==> src/rtl/case_insensitive_substring_search_core_defines.svh <==
// ----------------------------------------------------------------------------
// Assertion macros for the case-insensitive substring search core
// Shared concurrent assertion forms, clocked on clk and disabled in reset.
// ----------------------------------------------------------------------------
`ifndef CASE_INSENSITIVE_SUBSTRING_SEARCH_CORE_DEFINES_SVH
`define CASE_INSENSITIVE_SUBSTRING_SEARCH_CORE_DEFINES_SVH

// Consequent must hold in the same cycle as the antecedent.
`define CIS_ASSERT_SAME(label, ante, cons, msg) \
    label: assert property (@(posedge clk) disable iff (!rst_n) (ante) |-> (cons)) \
        else $error(msg);

// Consequent must hold in the cycle after the antecedent.
`define CIS_ASSERT_NEXT(label, ante, cons, msg) \
    label: assert property (@(posedge clk) disable iff (!rst_n) (ante) |=> (cons)) \
        else $error(msg);

`endif

==> src/rtl/cis_pkg.sv <==
// ----------------------------------------------------------------------------
// Case-insensitive substring search package
// Shared widths, register indexes and the ASCII case-folding function.
// ----------------------------------------------------------------------------
package cis_pkg;

    // Default and largest supported needle length in characters.
    localparam int NEEDLE_MAX_DEFAULT = 16;

    // Field widths.
    localparam int CHAR_W     = 8;
    localparam int LEN_W      = 5;
    localparam int OFFSET_W   = 16;
    localparam int CFG_DATA_W = 64;
    localparam int CFG_IDX_W  = 2;

    // Number of characters packed into one needle word.
    localparam int CHARS_PER_WORD = CFG_DATA_W / CHAR_W;

    // Saturation value of the character offset.
    localparam logic [OFFSET_W-1:0] OFFSET_MAX = '1;

    // Configuration register indexes.
    typedef enum logic [CFG_IDX_W-1:0] {
        CFG_NEEDLE_LENGTH = 2'd0,
        CFG_NEEDLE_LOW    = 2'd1,
        CFG_NEEDLE_HIGH   = 2'd2
    } cfg_reg_t;

    // Fold ASCII upper case letters to lower case; other bytes pass unchanged.
    function automatic logic [CHAR_W-1:0] fold_char(input logic [CHAR_W-1:0] c);
        logic [CHAR_W-1:0] r;
        r = c;
        if (c >= 8'h41 && c <= 8'h5A)
        begin
            r = c + 8'h20;
        end
        return r;
    endfunction

endpackage

==> src/rtl/case_insensitive_substring_search_core.sv <==
// ----------------------------------------------------------------------------
// Case-insensitive substring search core
// Streams a haystack one character per transfer and reports the first
// occurrence of the configured needle at the end of each string.
// ----------------------------------------------------------------------------
// Usage:
// The needle is loaded through the write port (cfg_we, cfg_index, cfg_data)
// while the core is idle: index 0 sets the length, 1 and 2 the characters.
// Haystack items arrive on the in channel (in_valid/in_ready), one character
// per transfer; char_valid low marks an empty string, end_of_string the last
// item of a string. Each item with end_of_string gives one result on the out
// channel (out_valid/out_ready): found and match_start.
// Every item is handled in the cycle it is accepted, so a result appears in
// the cycle after its last transfer; the core takes one item every cycle
// unless a result is stalled. The output register frees in the cycle its
// result is taken; while the receiver stalls it, in_ready drops and input waits.
// Reset clears the needle to empty and the search state to a fresh string;
// there is no clearing pass, so items are accepted straight after reset.
// ----------------------------------------------------------------------------
`include "case_insensitive_substring_search_core_defines.svh"

module case_insensitive_substring_search_core #(
    parameter int NEEDLE_MAX = cis_pkg::NEEDLE_MAX_DEFAULT
) (
    input  logic                              clk,
    input  logic                              rst_n,
    // Configuration write port
    input  logic                              cfg_we,
    input  logic [cis_pkg::CFG_IDX_W-1:0]     cfg_index,
    input  logic [cis_pkg::CFG_DATA_W-1:0]    cfg_data,
    // Haystack input channel
    input  logic                              in_valid,
    output logic                              in_ready,
    input  logic [cis_pkg::CHAR_W-1:0]        hay_char,
    input  logic                              char_valid,
    input  logic                              end_of_string,
    // Result channel
    output logic                              out_valid,
    input  logic                              out_ready,
    output logic                              found,
    output logic [cis_pkg::OFFSET_W-1:0]      match_start
);
    import cis_pkg::*;

    // Configuration state.
    logic [LEN_W-1:0]                  needle_len_reg;
    logic [NEEDLE_MAX-1:0][CHAR_W-1:0] needle_reg;
    logic [LEN_W-1:0]                  eff_len;

    // Search state.
    logic [NEEDLE_MAX-1:0] pmv_reg, pmv_next;
    logic [OFFSET_W-1:0]   offset_reg, offset_next;
    logic                  seen_reg, seen_next;
    logic [OFFSET_W-1:0]   first_reg, first_next;

    // Result register.
    logic                  out_valid_reg, out_valid_next;
    logic                  found_reg, found_next;
    logic [OFFSET_W-1:0]   start_reg, start_next;

    // Match unit outputs.
    logic [NEEDLE_MAX-1:0] unit_pmv;
    logic                  unit_hit;

    logic in_fire;
    logic len_zero;

    // Length register.
    always_ff @(posedge clk or negedge rst_n)
    begin
        if (!rst_n)
        begin
            needle_len_reg <= '0;
        end
        else if (cfg_we && cfg_reg_t'(cfg_index) == CFG_NEEDLE_LENGTH)
        begin
            needle_len_reg <= cfg_data[LEN_W-1:0];
        end
    end

    // Needle characters, stored folded; each comes from the low or high word.
    for (genvar g = 0; g < NEEDLE_MAX; g++)
    begin : g_needle
        localparam int        SLOT = g % CHARS_PER_WORD;
        localparam cfg_reg_t  SRC  = (g < CHARS_PER_WORD) ? CFG_NEEDLE_LOW
                                                          : CFG_NEEDLE_HIGH;

        always_ff @(posedge clk or negedge rst_n)
        begin
            if (!rst_n)
            begin
                needle_reg[g] <= '0;
            end
            else if (cfg_we && cfg_reg_t'(cfg_index) == SRC)
            begin
                needle_reg[g] <= fold_char(cfg_data[SLOT*CHAR_W +: CHAR_W]);
            end
        end
    end

    // Needle length clamped to the supported maximum.
    always_comb
    begin
        if (needle_len_reg > LEN_W'(NEEDLE_MAX))
        begin
            eff_len = LEN_W'(NEEDLE_MAX);
        end
        else
        begin
            eff_len = needle_len_reg;
        end
    end

    assign len_zero = (eff_len == '0);

    // Parallel compare and shift-and step.
    cis_match_unit #(
        .NEEDLE_MAX (NEEDLE_MAX)
    ) u_match (
        .needle_chars (needle_reg),
        .hay_char     (hay_char),
        .eff_len      (eff_len),
        .pmv          (pmv_reg),
        .pmv_next     (unit_pmv),
        .hit          (unit_hit)
    );

    // Input is taken whenever the result register is free or being emptied.
    assign in_ready = !out_valid_reg || out_ready;
    assign in_fire  = in_valid && in_ready;

    // Next search state and result for an accepted transfer.
    always_comb
    begin
        pmv_next       = pmv_reg;
        offset_next    = offset_reg;
        seen_next      = seen_reg;
        first_next     = first_reg;
        found_next     = found_reg;
        start_next     = start_reg;
        out_valid_next = out_valid_reg && !out_ready;

        if (in_fire)
        begin
            // Advance partial matches and record the first full match.
            if (char_valid && !len_zero)
            begin
                pmv_next = unit_pmv;
                if (!seen_reg && unit_hit)
                begin
                    seen_next  = 1'b1;
                    first_next = offset_reg - OFFSET_W'(eff_len) + OFFSET_W'(1);
                end
            end

            // Saturating character offset.
            if (char_valid && offset_reg != OFFSET_MAX)
            begin
                offset_next = offset_reg + OFFSET_W'(1);
            end

            // End of string: load the result and start a fresh search.
            if (end_of_string)
            begin
                out_valid_next = 1'b1;
                if (len_zero)
                begin
                    found_next = 1'b1;
                    start_next = '0;
                end
                else if (seen_next)
                begin
                    found_next = 1'b1;
                    start_next = first_next;
                end
                else
                begin
                    found_next = 1'b0;
                    start_next = '0;
                end
                pmv_next    = '0;
                offset_next = '0;
                seen_next   = 1'b0;
                first_next  = '0;
            end
        end
    end

    // Search state registers.
    always_ff @(posedge clk or negedge rst_n)
    begin
        if (!rst_n)
        begin
            pmv_reg    <= '0;
            offset_reg <= '0;
            seen_reg   <= 1'b0;
            first_reg  <= '0;
        end
        else
        begin
            pmv_reg    <= pmv_next;
            offset_reg <= offset_next;
            seen_reg   <= seen_next;
            first_reg  <= first_next;
        end
    end

    // Result valid flag.
    always_ff @(posedge clk or negedge rst_n)
    begin
        if (!rst_n)
        begin
            out_valid_reg <= 1'b0;
        end
        else
        begin
            out_valid_reg <= out_valid_next;
        end
    end

    // Result payload.
    always_ff @(posedge clk)
    begin
        found_reg <= found_next;
        start_reg <= start_next;
    end

    assign out_valid   = out_valid_reg;
    assign found       = found_reg;
    assign match_start = start_reg;

    // A result that reports no match carries a zero offset.
    `CIS_ASSERT_SAME(a_notfound_zero, out_valid_reg && !found_reg, start_reg == '0,
        "result without a match has a non-zero offset")

    // An empty needle always reports a match at offset zero.
    `CIS_ASSERT_NEXT(a_empty_needle, in_fire && end_of_string && len_zero,
        out_valid_reg && found_reg && start_reg == '0,
        "empty needle did not report a match at offset zero")

    // The end of a string leaves a clean search state behind.
    `CIS_ASSERT_NEXT(a_clear_after_end, in_fire && end_of_string,
        pmv_reg == '0 && offset_reg == '0 && !seen_reg && first_reg == '0,
        "search state not cleared after end of string")

    // The recorded start is only non-zero once a match has been seen.
    `CIS_ASSERT_SAME(a_first_needs_seen, !seen_reg, first_reg == '0,
        "first match offset set without a recorded match")

endmodule

==> src/rtl/cis_match_unit.sv <==
// ----------------------------------------------------------------------------
// Case-insensitive substring search match unit
// Compares one haystack character with every needle character in parallel and
// advances the shift-and partial match vector.
// ----------------------------------------------------------------------------
module cis_match_unit #(
    parameter int NEEDLE_MAX = cis_pkg::NEEDLE_MAX_DEFAULT
) (
    input  logic [NEEDLE_MAX-1:0][cis_pkg::CHAR_W-1:0] needle_chars,
    input  logic [cis_pkg::CHAR_W-1:0]                 hay_char,
    input  logic [cis_pkg::LEN_W-1:0]                  eff_len,
    input  logic [NEEDLE_MAX-1:0]                      pmv,
    output logic [NEEDLE_MAX-1:0]                      pmv_next,
    output logic                                       hit
);
    import cis_pkg::*;

    logic [CHAR_W-1:0]     hay_folded;
    logic [NEEDLE_MAX-1:0] eq_vec;
    logic [NEEDLE_MAX-1:0] top_mask;
    logic [NEEDLE_MAX-1:0] shifted;

    // Folded haystack character; the needle is stored already folded.
    assign hay_folded = fold_char(hay_char);

    // Per-position equality, limited to positions inside the needle, and the
    // one-hot marker of the last needle position.
    always_comb
    begin
        for (int i = 0; i < NEEDLE_MAX; i++)
        begin
            eq_vec[i]   = (needle_chars[i] == hay_folded) && (LEN_W'(i) < eff_len);
            top_mask[i] = (LEN_W'(i + 1) == eff_len);
        end
    end

    // Shift-and step: extend every partial match by one and start a new one.
    if (NEEDLE_MAX > 1)
    begin : g_shift
        assign shifted = {pmv[NEEDLE_MAX-2:0], 1'b1};
    end
    else
    begin : g_single
        assign shifted = 1'b1;
    end

    assign pmv_next = shifted & eq_vec;
    assign hit      = |(pmv_next & top_mask);

endmodule
==> config.mk <==
export PLATFORM = sky130hd
export DESIGN_NAME = case_insensitive_substring_search_core
export DESIGN_NICKNAME = d
export VERILOG_FILES = /design/src/rtl/cis_pkg.sv /design/src/rtl/case_insensitive_substring_search_core.sv /design/src/rtl/cis_match_unit.sv
export VERILOG_INCLUDE_DIRS = /design/src /design/src/rtl
export SDC_FILE = /design/constraint.sdc
export NUM_CORES = 1
export LEC_CHECK = 0
export ABC_CLOCK_PERIOD_IN_PS = 8900
export BUFFER_PORTS_ARGS = -buffer_cell sky130_fd_sc_hd__buf_4
export CAP_MARGIN = 30
export CORE_ASPECT_RATIO = 0.8
export CORE_MARGIN = 2
export CORE_UTILIZATION = 50
export DETAILED_ROUTE_END_ITERATION = 12
export PLACE_DENSITY = 0.68
export RECOVER_POWER = 100
export SETUP_SLACK_MARGIN = 0.3
export SKIP_CTS_REPAIR_TIMING = 1
export SLEW_MARGIN = 10
export SYNTH_ARGS = -nofsm -noshare
export SYNTH_HDL_FRONTEND = slang
export SYNTH_SLANG_ARGS = --single-unit
==> constraint.sdc <==
create_clock -name clk -period 8.9 [get_ports clk]
set_clock_uncertainty 0.15 [all_clocks]
set_input_delay 0.89 -clock clk [delete_from_list [all_inputs] [get_ports clk]]
set_output_delay 0.89 -clock clk [all_outputs]
set_load 0.005 [all_outputs]
Yosys cells after proc, flatten, opt, wreduce, memory -nomap -nowiden
Index checks and enable logic that the tools add are counted.
{"block": "word_totals", "regBits": 199, "in_bits": 81, "out_inout_bits": 19, "wordCells": 180}
{"block": "op_classes", "add_sub_neg": 12, "order_cmp": 35, "eq_ne": 35, "n_mux": 24, "n_bitwise": 3, "reduce_logical": 47}
{"operator": "$eq A8 B8 Y1", "n": 16}
{"operator": "$mux W16", "n": 5}
{"operator": "$add A8 B6 Y8 const B", "n": 9}
{"operator": "$ge A8 B7 Y1 const B", "n": 9}
{"operator": "$le A8 B7 Y1 const B", "n": 9}
{"operator": "$mux W8", "n": 9}
{"operator": "$eq A4 B5 Y1 const A", "n": 8}
{"operator": "$lt A4 B5 Y1 const A", "n": 8}
{"operator": "$logic_and A1 B1 Y1", "n": 33}
{"operator": "$add A16 B1 Y16 const B", "n": 2}
{"operator": "$and A16 B16 Y16", "n": 2}
{"operator": "$mux W15", "n": 2}
{"operator": "$eq A3 B5 Y1 const A", "n": 4}
{"operator": "$lt A3 B5 Y1 const A", "n": 4}
{"operator": "$ne A16 B16 Y1 const B", "n": 1}
{"operator": "$reduce_or A16 Y1", "n": 1}
{"operator": "$sub A16 B5 Y16", "n": 1}
{"operator": "$eq A2 B5 Y1 const A", "n": 2}
{"operator": "$lt A1 B5 Y1 const A", "n": 2}
{"operator": "$lt A2 B5 Y1 const A", "n": 2}
{"operator": "$mux W1", "n": 7}
{"operator": "$reduce_and A2 Y1", "n": 3}
{"operator": "$eq A1 B5 Y1 const A", "n": 1}
{"operator": "$eq A5 B5 Y1 const A", "n": 1}
{"operator": "other kinds (11)", "n": 15}

Longest topological paths before layout
Gate-level depths: netlist (run 1).
{"block": "logic_depth", "word_depth": 14, "depth_mapped": 16, "mapped_depth_nobuf": 15}

Modules after synthesis
Synthesis (run 1) repeated with hierarchy kept, for this count alone.
{"block": "unflattened", "hier_cells": 1093, "hier_area_um2": 11339.6}
{"mod": "case_insensitive_substring_search_core", "n_inst": 1, "cells_per_inst": 759, "area_each_um2": 8931.1, "seq_area_each_um2": 5089.9}
{"mod": "cis_match_unit", "n_inst": 1, "cells_per_inst": 334, "area_each_um2": 2408.6, "seq_area_each_um2": 0.0}

Least setup slack after synthesis (run 1)
OpenSTA, ideal clock, no wires.
{"block": "synth_timing", "path_kind": "flip-flop to flip-flop", "from": "reg needle_len_reg[1]", "to": "reg start_reg[15], in the netlist match_start[15], data pin", "setup_time_ns": 0.154, "t_arrival_ns": 3.758, "slack_ns": 4.837, "stages_incl_launch_ff": 17, "synth_period_minus_slack_ns": 4.063, "path_cell_list": "dfrtp_1 -> clkbuf_1 -> inv_1 -> nor2_1 -> ha_1 -> inv_1 -> ha_1 -> fa_1 -> a21o_1 -> a21o_1 -> a2111oi_0 -> o31ai_1 -> o41ai_1 -> nor4b_1 -> a211oi_1 -> o2111ai_1 -> a21boi_0"}
{"block": "synth_between", "elab_chain_cells": 13}
{"item": "start: declaration", "line_no": "case_insensitive_substring_search_core.sv:46", "text": "logic [LEN_W-1:0] needle_len_reg;"}
{"item": "start signal: assignment", "line_no": "case_insensitive_substring_search_core.sv:77", "text": "needle_len_reg <= cfg_data[LEN_W-1:0];"}
{"item": "$gt A5 B5 Y1", "line_no": "case_insensitive_substring_search_core.sv:104", "text": "if (needle_len_reg > LEN_W'(NEEDLE_MAX))"}
{"item": "$mux W5 *", "line_no": "case_insensitive_substring_search_core.sv:104"}
{"item": "parallel branches: the longest is 11 deep, another holds $sub A16 B5 Y16"}
{"item": "end signal: assignment", "line_no": "case_insensitive_substring_search_core.sv:225", "text": "start_reg <= start_next;"}
{"item": "end: declaration", "line_no": "case_insensitive_substring_search_core.sv:59", "text": "logic [OFFSET_W-1:0] start_reg, start_next;"}
Mark *: on every way between the ends. The select of a mux whose other input is x is not followed.
A chain may end at the register's enable or synchronous reset.

Worst setup path after layout (run 1)
{"block": "layout_timing", "from": "in hay_char[5] (netlist bit)", "to": "reg start_reg[6], in the netlist match_start[6], data pin"}
{"block": "layout_between", "elab_chain_cells": 14}
{"item": "start: declaration", "line_no": "case_insensitive_substring_search_core.sv:34", "text": "input logic [cis_pkg::CHAR_W-1:0] hay_char,"}
{"item": "$ge A8 B7 Y1 / $le A8 B7 Y1 (equally long branches)", "line_no": "cis_pkg.sv:34", "text": "if (c >= 8'h41 && c <= 8'h5A)"}
{"item": "$logic_and A1 B1 Y1", "line_no": "cis_pkg.sv:34"}
{"item": "$mux W8 *", "line_no": "cis_pkg.sv:34"}
{"item": "$eq A8 B8 Y1", "line_no": "cis_match_unit.sv:32", "text": "eq_vec[i] = (needle_chars[i] == hay_folded) && (LEN_W'(i) < eff_len);"}
{"item": "$logic_and A1 B1 Y1", "line_no": "cis_match_unit.sv:32"}
{"item": "$and A16 B16 Y16 *", "line_no": "cis_match_unit.sv:47", "text": "assign pmv_next = shifted & eq_vec;"}
{"item": "$and A16 B16 Y16 *", "line_no": "cis_match_unit.sv:48", "text": "assign hit = |(pmv_next & top_mask);"}
{"item": "$reduce_or A16 Y1 *", "line_no": "cis_match_unit.sv:48"}
{"item": "$logic_and A1 B1 Y1 *", "line_no": "case_insensitive_substring_search_core.sv:149", "text": "if (!seen_reg && unit_hit)"}
{"item": "$mux W1", "line_no": "case_insensitive_substring_search_core.sv:149"}
{"item": "$mux W1", "line_no": "case_insensitive_substring_search_core.sv:146", "text": "if (char_valid && !len_zero)"}
{"item": "$mux W1", "line_no": "case_insensitive_substring_search_core.sv:143", "text": "if (in_fire)"}
{"item": "$not A1 Y1 (no source line)"}
{"item": "$reduce_or A2 Y1 (no source line)"}
Mark *: on every way between the ends. The rest lies on a longest branch, timed or not. The select of a mux whose other input is x is not followed.

==> metrics.md, run 1 <==
| Metric | Value |
|---|---|
| Antenna cells | 0 |
| Largest net degree at the start of global routing | 89 |
| Final hold viol count | 0 |
| Power Dens Cells | 194.8 nW/um^2 |
| Vias/cell | 6.129 |
| Share of cells above drive strength 1 | 17.75% |
| Syn_area_per_cell | 9.865 sq um |
| Failing checks | capacitance limit, slew limit |
| Final setup TNS | 0 ps |
| Tot GR Track Use | 27.59% |
| Row count | 51 |
| First-pass GRT wire length | 53.48 mm |
| Die area | 25680 sq um |
| P_leak | 5.573 nW |
| Commonest non-fill, non-tap cell in the layout | dfrtp_1 |
| CTS tree | yes |
| Worst Path Max Fanout | 30 |
| Achievable frequency | 165.3 MHz |
| Largest register FFs | 128 |
| Max cap viols | 5 |
| Net Count, Synth | 1358 |
| Root buffer cell | clkbuf_16 |
| Ys async rst share | 91.46% |
| Post-synth EDFFs | 17 |
| Reg2reg start | needle_len_reg[3] |
| Post-DP HPWL | 25.30 mm |
| Worst skew pair latency | 460 ps |
| Cell area after synthesis | 12200 sq um |
| Routed len/inst | 21.12 um |
| RePlAce Congestion | 1.032 |
| Post-DRT Antenna Nets | 0 |
| I/O Pins | 100 |
| Seq cells post-synth | 199 |
| Final net count | 1432 |
| Worst r2r dst | pmv_reg[12] |
| Endpoint kind of the worst setup timing path | flop |
| Relative slew slack | -133.8% |
| Final max-slew violation count | 279 |
| Port Buf Inserts | 99 |
| Flop2flop setup slack | 3910 ps |
| Status | complete, but fails checks |
| Antenna violations before repair | 0 |
| Critical Path RT | 8910 ps |
| Unrepaired setup endpoints after global routing | no |
| Final setup fails | 0 |
| R2r worst-path depth | 6 |
| CTS Buf Count | 17 |
| Clock sink count | 199 |
| WL final | 34.68 mm |
| Total congestion overflow | 0 |
| Hold/Removal Path Class | reg -> reg |
| Crit path capture | match_start[6] |
| DRT iter0 DRCs | 980 |
| Peak VDD IR | 0.0001403 V |
| Via Count | 10064 |
| Ys Warns | 0 |
| Sequential element share of the synthesized area | 41.51% |
| Count of different cell masters after synthesis | 87 |
| Worst setup startpoint | hay_char[5] |
| Starting Density | 50.46% |
| CTS max path bufs | 2 |
| Overall power | 2.683 mW |
| First-pass DRT Iterations | 5 |
| Die Ht | 143.7 um |
| Placed insts | 1607 |
| Slew @ Worst Pin | 3507 ps |
| CORE AREA | 24180 sq um |
| Minimum clock period | 6051 ps |
| Remaining DRCs | 0 |
| Cells after Synth | 1237 |
| Critical Path AT | 6060 ps |
| Fin crit share | 67.98% |
| Critical Path Start Type | primary input |
| Die width | 178.7 um |
| Most frequent cells in the layout | dfrtp_1, nand2_1, o21ai_0 |
| Layout area overhead | 12.87% |
| Clk pin slew, worst setup/hold paths | 80 ps |
| Ys flop type | dfrtp_1 |
| Number of global-route vias before repair | 9289 |
| Crit Path Class | in -> reg |
| Non-filler cells, final | 1642 |
| CTS H-tree depth | 4 |
synth_stat cells, types with 20 or more instances:
| master | instances | area (sq um) |
|---|---|---|
| inv_1 | 51 | 191.4 |
| nand2_1 | 111 | 416.7 |
| mux2_2 | 84 | 945.9 |
| nor3_1 | 28 | 140.1 |
| nand3_1 | 23 | 115.1 |
| nand2b_1 | 20 | 125.1 |
| o21ai_0 | 87 | 435.4 |
| nor2_1 | 67 | 251.5 |
| xor2_1 | 40 | 350.3 |
| a21oi_1 | 42 | 210.2 |
| ha_1 | 39 | 488.0 |
| xnor2_1 | 85 | 744.5 |
| dfrtp_1 | 182 | 4554 |
| clkbuf_1 | 36 | 135.1 |
| nor4_1 | 21 | 131.4 |
cells by family (layout without fill, tap and decap cells):
group / after synthesis / after routing / share of synthesized area [%]
AOI/OAI and AO/OA: 286 / 286 / 16.36
xor gates and xnor gates: 125 / 125 / 8.972
adders and majority gates: 40 / 40 / 4.163
buffers and inverters: 107 / 194 / 3.712
DFF: 199 / 199 / 41.51
muxes: 100 / 100 / 9.115
and+or+nand+nor: 380 / 380 / 16.17
power breakdown:
group / switching, mW / leakage, nW / internal, mW
logic: 0.362 / 2.83 / 0.298
registers: 0.143 / 2.44 / 1.04
clock network: 0.418 / 0.312 / 0.418
metal layers:
metal | part of all wire, % | track usage [%] | vias up
li1 | - | - | 4673
met4 | 1.9 | 7.916 | 0
met1 | 49 | 42.92 | 4940
met2 | 41 | 37.05 | 404
met5 | 0 | 0 | -
met3 | 8.1 | 7.196 | 47
critical path: stages:
cell and delay [ps]:
clkbuf_1 1000, ha_1 460, nor3_1 640, o221ai_1 400
nand2_1 390, xnor2_1 210, a2111oi_0 130, o41ai_1 810
a41oi_1 320, o21ai_2 670, a21oi_1 120
cell type report:
type	count	area, sq um
clock inverter	15	212.7
sequential	199	5065
fill	2106	10410
inverter	52	195.2
clock buffer	17	425.4
timing repair buffer	110	804.5
multi-input combinational	931	6673
tap	318	397.9
metrics by stage:
step / instance area (sq um) / setup slack, ps / util [%] / hold WS (ps)
after floorplan: 12200 / 4837 / - / 289.6
after global placement: 13140 / 3761 / 54.33 / 308.1
after detailed placement: 13180 / 3594 / 54.49 / 316.3
after CTS: 13820 / 4048 / 57.13 / 270.3
after global routing: 13770 / 2344 / 56.95 / 360.0
final: 13770 / 2849 / 56.95 / 346.0
worst min path at each step:
stage                 from       endpoint  depth (start not counted)  slack, ps
6_report       pmv_reg[14]    pmv_reg[14]                          2        350
5_1_grt        pmv_reg[14]    pmv_reg[14]                          2        360
4_1_cts              rst_n  first_reg[14]                          1        270
3_5_place_dp   pmv_reg[14]    pmv_reg[14]                          2        320
3_3_place_gp   pmv_reg[14]    pmv_reg[14]                          2        310
2_1_floorplan  pmv_reg[14]    pmv_reg[14]                          2        290
Note: power is estimated with default switching activity, not from simulation.
==> run 2, diff against run 1 <==
- ABC_CLOCK_PERIOD_IN_PS: 8900 -> 6050
- clock period: 8.9 -> 6.05 ns (I/O delays scaled with it)
==> run 2 against run 1 <==
Net effect: the run still ends with capacitance limit, slew limit left; die area is the same; clock power grew 37%; wire length shrank 1.0%; power grew 44%; count of clock-buffer cells in the layout is the same; highest routed layer unchanged.
==> metrics.md, run 2 (synthesized netlist as in run 1, its figures left out) <==
| Metric | Value |
|---|---|
| CTS Buf Count | 17 |
| Post-Layout Inst Area | 13730 sq um |
| Setup ws final | 962.0 ps |
| CTS max path bufs | 2 |
| Minimum clock period | 5088 ps |
| Power Dens Cells | 281.0 nW/um^2 |
| Reg2reg start | needle_len_reg[1] |
| Final hold viol count | 0 |
| Critical Path RT | 6190 ps |
| Cell area after placement | 13220 sq um |
| Remaining DRCs | 0 |
| Flop2flop setup slack | 960 ps |
| Final max-slew violation count | 186 |
| Worst r2r dst | match_start[15] |
| CORE AREA | 24180 sq um |
| Tot GR Track Use | 27.54% |
| Share of cells above drive strength 1 | 17.98% |
| Relative slew slack | -139.8% |
| Post-DP HPWL | 25.00 mm |
| CP max-delay cell | clkbuf_1 |
| Hold/Removal Path Class | in -> async |
| Row count | 51 |
| Antenna violations before repair | 1 |
| Die area | 25680 sq um |
| RePlAce Congestion | 0.9910 |
| Crit Path Class | reg -> reg |
| Post-placement setup slack | 1406 ps |
| Starting Density | 50.46% |
| Routed len/inst | 20.83 um |
| CP delay by family, top | compound AO/OA/AOI/OAI gates |
| Clock sink count | 199 |
| Fin crit share | 84.10% |
| CTS H-tree depth | 4 |
| Worst skew pair latency | 460 ps |
| Number of global-route vias before repair | 9417 |
| I/O Pins | 100 |
| Clk pin slew, worst setup/hold paths | 80 ps |
| Layout area overhead | 12.50% |
| First-pass DRT Iterations | 5 |
| Achievable frequency | 196.5 MHz |
| Port Buf Inserts | 99 |
| Overall power | 3.858 mW |
| Peak VDD IR | 0.0001928 V |
| Final setup fails | 0 |
| First-pass GRT wire length | 53.71 mm |
| Status | complete, but fails checks |
| Critical Path Start Type | flop |
| Slew @ Worst Pin | 3596 ps |
| Root buffer cell | clkbuf_16 |
| Via Count | 9965 |
| R2r worst-path depth | 16 |
| Unrepaired setup endpoints after global routing | no |
| CP bufs+invs | 3 |
| Final net count | 1437 |
| Hold_ws | 184.2 ps |
| CTS tree | yes |
| Worst-path cell chain | clkbuf_1 > inv_1 > nor2_1 > ha_1 > inv_1 > ha_1 > fa_1 > a21o_1 > a21o_1 > a2111oi_0 > o31ai_1 > o41ai_1 > nor4b_1 > a211oi_1 > o2111ai_1 > a21boi_0 |
| P_leak | 5.557 nW |
| Vias/cell | 6.047 |
| WL final | 34.32 mm |
| Max cap viols | 4 |
| Total congestion overflow | 0 |
| Largest net degree at the start of global routing | 183 |
| Post-DRT Antenna Nets | 0 |
| Die width | 178.7 um |
| CP peak stage delay | 620 ps |
| Critical Path AT | 5230 ps |
| Final setup TNS | 0 ps |
| DRT iter0 DRCs | 982 |
| Most frequent cells in the layout | dfrtp_1, nand2_1, o21ai_0 |
| Largest register FFs | 128 |
| Fillers | 2135 |
| Endpoint kind of the worst setup timing path | flop |
| Die Ht | 143.7 um |
| Worst Path Max Fanout | 14 |
| Failing checks | capacitance limit, slew limit |
| Commonest non-fill, non-tap cell in the layout | dfrtp_1 |
==> run 2: report_power, final <==
group	switching, mW	internal [mW]
registers	0.207	1.54
clock network	0.589	0.552
logic	0.535	0.438
==> run 2: layout make-up <==
class,count,area (sq um),area share (%)
diodes,1,2.502,0.01823
clock buffers,17,425.4,3.099
clock inverters,15,151.4,1.103
inverters,52,195.2,1.422
multi-input cells,931,6664,48.54
flip-flops and latches,199,5065,36.89
well taps,318,397.9,2.898
repair buffers,115,827.0,6.024
==> run 2: worst max path at each step <==
stage,startpoint,slack (ps),end,cells past startpoint
floorplan,needle_len_reg[1],1990,match_start[15],16
global placement,hay_char[0],1510,match_start[4],11
detailed placement,hay_char[0],1410,first_reg[1],10
CTS,needle_len_reg[4],1410,match_start[15],14
global route,hay_char[3],730,first_reg[5],10
finish,needle_len_reg[1],960,match_start[15],16
==> run 2: stage by stage <==
step,util [%],std cells
floorplan,-,1237
global placement,54.50,1609
detailed placement,54.68,1612
CTS,57.06,1644
global route,56.75,1647
finish,56.76,1648
==> run 2: worst register-to-register path: stages, from the launching register on <==
cell and delay (ps):
dfrtp_1 330, clkbuf_1 620, inv_1 280, nor2_1 180, ha_1 140, inv_1 40, ha_1 230, fa_1 400
a21o_1 180, a21o_1 240, a2111oi_0 600, o31ai_1 190, o41ai_1 530, nor4b_1 120, a211oi_1 340, o2111ai_1 160
a21boi_0 210
==> run 2: metal layers <==
metal  GRT usage (%)  part of all wire [%]  vias up
li1                -                     -     4678
met1           43.60                    49     4828
met2           37.76                    42      412
met3           5.450                   7.9       47
met4           7.189                   1.6        0
met5               0                     0        -
==> run 3, diff against run 2 <==
- ABC_AREA: unset -> 1
- ABC_CLOCK_PERIOD_IN_PS: 6050 -> 4300
- PLACE_DENSITY: 0.68 -> 0.7
- clock period: 6.05 -> 4.3 ns (I/O delays scaled with it)
==> run 3 against run 2 <==
Net effect: the flow still finishes with violations (capacitance limit, slew limit); area after synthesis rose by 0.81%; fmax rose by 37%; highest routed layer unchanged; hold slack got worse by 130 ps; via count rose by 16%.
==> metrics.md, run 3 <==
| Metric | Value |
|---|---|
| Post-synth top area share | 37.02% |
| I/O Pins | 100 |
| Final max-slew violation count | 319 |
| Final setup TNS | 0 ps |
| Ys flop type | dfrtp_1 |
| Antenna cells | 0 |
| Post-DRT Antenna Nets | 0 |
| CTS H-tree depth | 4 |
| Unrepaired setup endpoints after global routing | no |
| Share of cells above drive strength 1 | 9.306% |
| Commonest non-fill, non-tap cell in the layout | nand2_1 |
| Most frequent cells in the layout | nand2_1, inv_1, dfrtp_1 |
| Crit Path Class | reg -> reg |
| Die area | 25880 sq um |
| Relative slew slack | -111.3% |
| Final setup fails | 0 |
| Antenna violations before repair | 0 |
| Overall power | 5.088 mW |
| Number of global-route vias before repair | 10811 |
| Syn_area_per_cell | 7.131 sq um |
| Fin crit share | 86.30% |
| CTS Buf Count | 17 |
| Post-synth EDFFs | 17 |
| Sequential cell area | 5065 sq um |
| Critical Path AT | 3860 ps |
| Top cells by count, synth | nand2_1, inv_1, dfrtp_1, o21ai_0, nor2_1 |
| CTS max path bufs | 2 |
| Root buffer cell | clkbuf_16 |
| Status | complete, but fails checks |
| Critical Path Start Type | flop |
| Sequential element share of the synthesized area | 41.17% |
| Ys Warns | 0 |
| Minimum clock period | 3711 ps |
| Slew @ Worst Pin | 3170 ps |
| Worst setup startpoint | needle_len_reg[4] |
| Reg2reg start | needle_len_reg[4] |
| Routed wl met3 | 2.910 mm |
| Worst Path Max Fanout | 8 |
| Peak VDD IR | 0.0003013 V |
| First-pass GRT wire length | 57.31 mm |
| Clk pin slew, worst setup/hold paths | 80 ps |
| Final hold viol count | 0 |
| Die width | 179.4 um |
| Hold/Removal Path Class | in -> reg |
| Cell area after synthesis | 12300 sq um |
| Total congestion overflow | 0 |
| Ys async rst share | 91.46% |
| Top layer in use | met4 |
| Vias/cell | 5.410 |
| Via Count | 11545 |
| RePlAce Congestion | 0.9691 |
| Starting Density | 50.73% |
| Achievable frequency | 269.5 MHz |
| Power Dens Cells | 367.3 nW/um^2 |
| Routed len/inst | 16.69 um |
| Die Ht | 144.3 um |
| Fillers | 2386 |
| Max cap viols | 5 |
| P_leak | 6.969 nW |
| Failing checks | capacitance limit, slew limit |
| Net Count, Synth | 1846 |
| Largest net degree at the start of global routing | 99 |
| CORE AREA | 24250 sq um |
| Seq cells post-synth | 199 |
| Post-DP HPWL | 25.86 mm |
| WL final | 35.62 mm |
| Clock sink count | 199 |
| Cells after Synth | 1725 |
| DRT iter0 DRCs | 1275 |
| Min-delay src | cfg_data[33] |
| Critical Path RT | 4440 ps |
| CTS tree | yes |
| Largest area contributor in the netlist | dfrtp_1 |
| Worst skew pair latency | 450 ps |
| Tot GR Track Use | 28.85% |
| Count of different cell masters after synthesis | 45 |
| Port Buf Inserts | 99 |
| Area occupied by multi-input gates | 6020 sq um |
| Remaining DRCs | 0 |
| Row count | 51 |
| Final net count | 1924 |
| Count leader, synth | nand2_1 |
| DRT met1 WL | 16.47 mm |
| Layout area overhead | 12.60% |
| Endpoint kind of the worst setup timing path | flop |
| Synth top area cells | dfrtp_1, nand2_1, o21ai_0, inv_1, nand3_1 |
| Met2 wire len | 15.56 mm |
| First-pass DRT Iterations | 6 |
| Largest register FFs | 128 |
run 3: path summary, 6_finish.rpt:
path	endpoint	slack (ps)	cells after the start
worst min register to register	first_reg[12]	330	2
worst min-delay path	needle_reg[97]	50	3
min in group asynchronous	needle_reg[10]	590	2
worst max-delay path	match_start[15]	590	17
worst max register to register	match_start[15]	590	17
max in group asynchronous	first_reg[1]	730	4
run 3: cells by family after synthesis:
group	count (synthesis)	share of synthesized area (%)
AO/OA/AOI/OAI	259	11.17
XOR/XNOR	43	3.122
adder cells (fa/ha/maj)	40	4.129
buffers and inverters	300	9.703
flip-flops	199	41.17
AND/OR/NAND/NOR	884	30.71
run 3: critical path, stage by stage (launching register included):
cell and delay (ps):
dfrtp_1 520, inv_1 210, a21oi_1 220, nor2_1 70, ha_1 270, inv_1 40, ha_1 220, fa_1 410
a21oi_1 150, o21ai_0 190, nand3_1 130, nand3_1 110, nand2_1 80, nand2_1 50, a21oi_1 140, xor2_1 250
nand4_1 180, a21oi_2 180
run 3: final cells by class:
cell class | count | area share (%)
well taps | 318 | 2.872
inverters | 241 | 6.531
clock inverters | 15 | 1.382
clock buffers | 17 | 3.071
repair buffers | 118 | 6.124
multi-input cells | 1226 | 43.46
flip-flops and latches | 199 | 36.56
run 3: report_power, final:
group          internal [mW]  switching, mW  total, mW  leakage (nW)
logic                  0.385          0.706       1.09          4.18
clock network          0.931          0.788       1.72         0.297
registers               2.11          0.165       2.28          2.49
run 3: per-stage QoR:
stage / cells / hold slack [ps] / instance area (sq um) / setup WS [ps] / util (%)
floorplan: 1725 / -15.59 / 12300 / 1169 / -
global placement: 2099 / 311.5 / 13290 / 695.6 / 54.81
detailed placement: 2099 / 315.2 / 13290 / 691.0 / 54.81
CTS: 2131 / -49.53 / 13910 / 658.7 / 57.36
global route: 2134 / 53.12 / 13850 / 200.5 / 57.13
finish: 2134 / 50.57 / 13850 / 589.0 / 57.13
run 3: layer usage:
metal  track usage (%)  up-vias
met1             42.25     5410
met3             5.573       54
li1                  -     5655
met4             8.022        0
met2             43.56      426
met5                 0        -
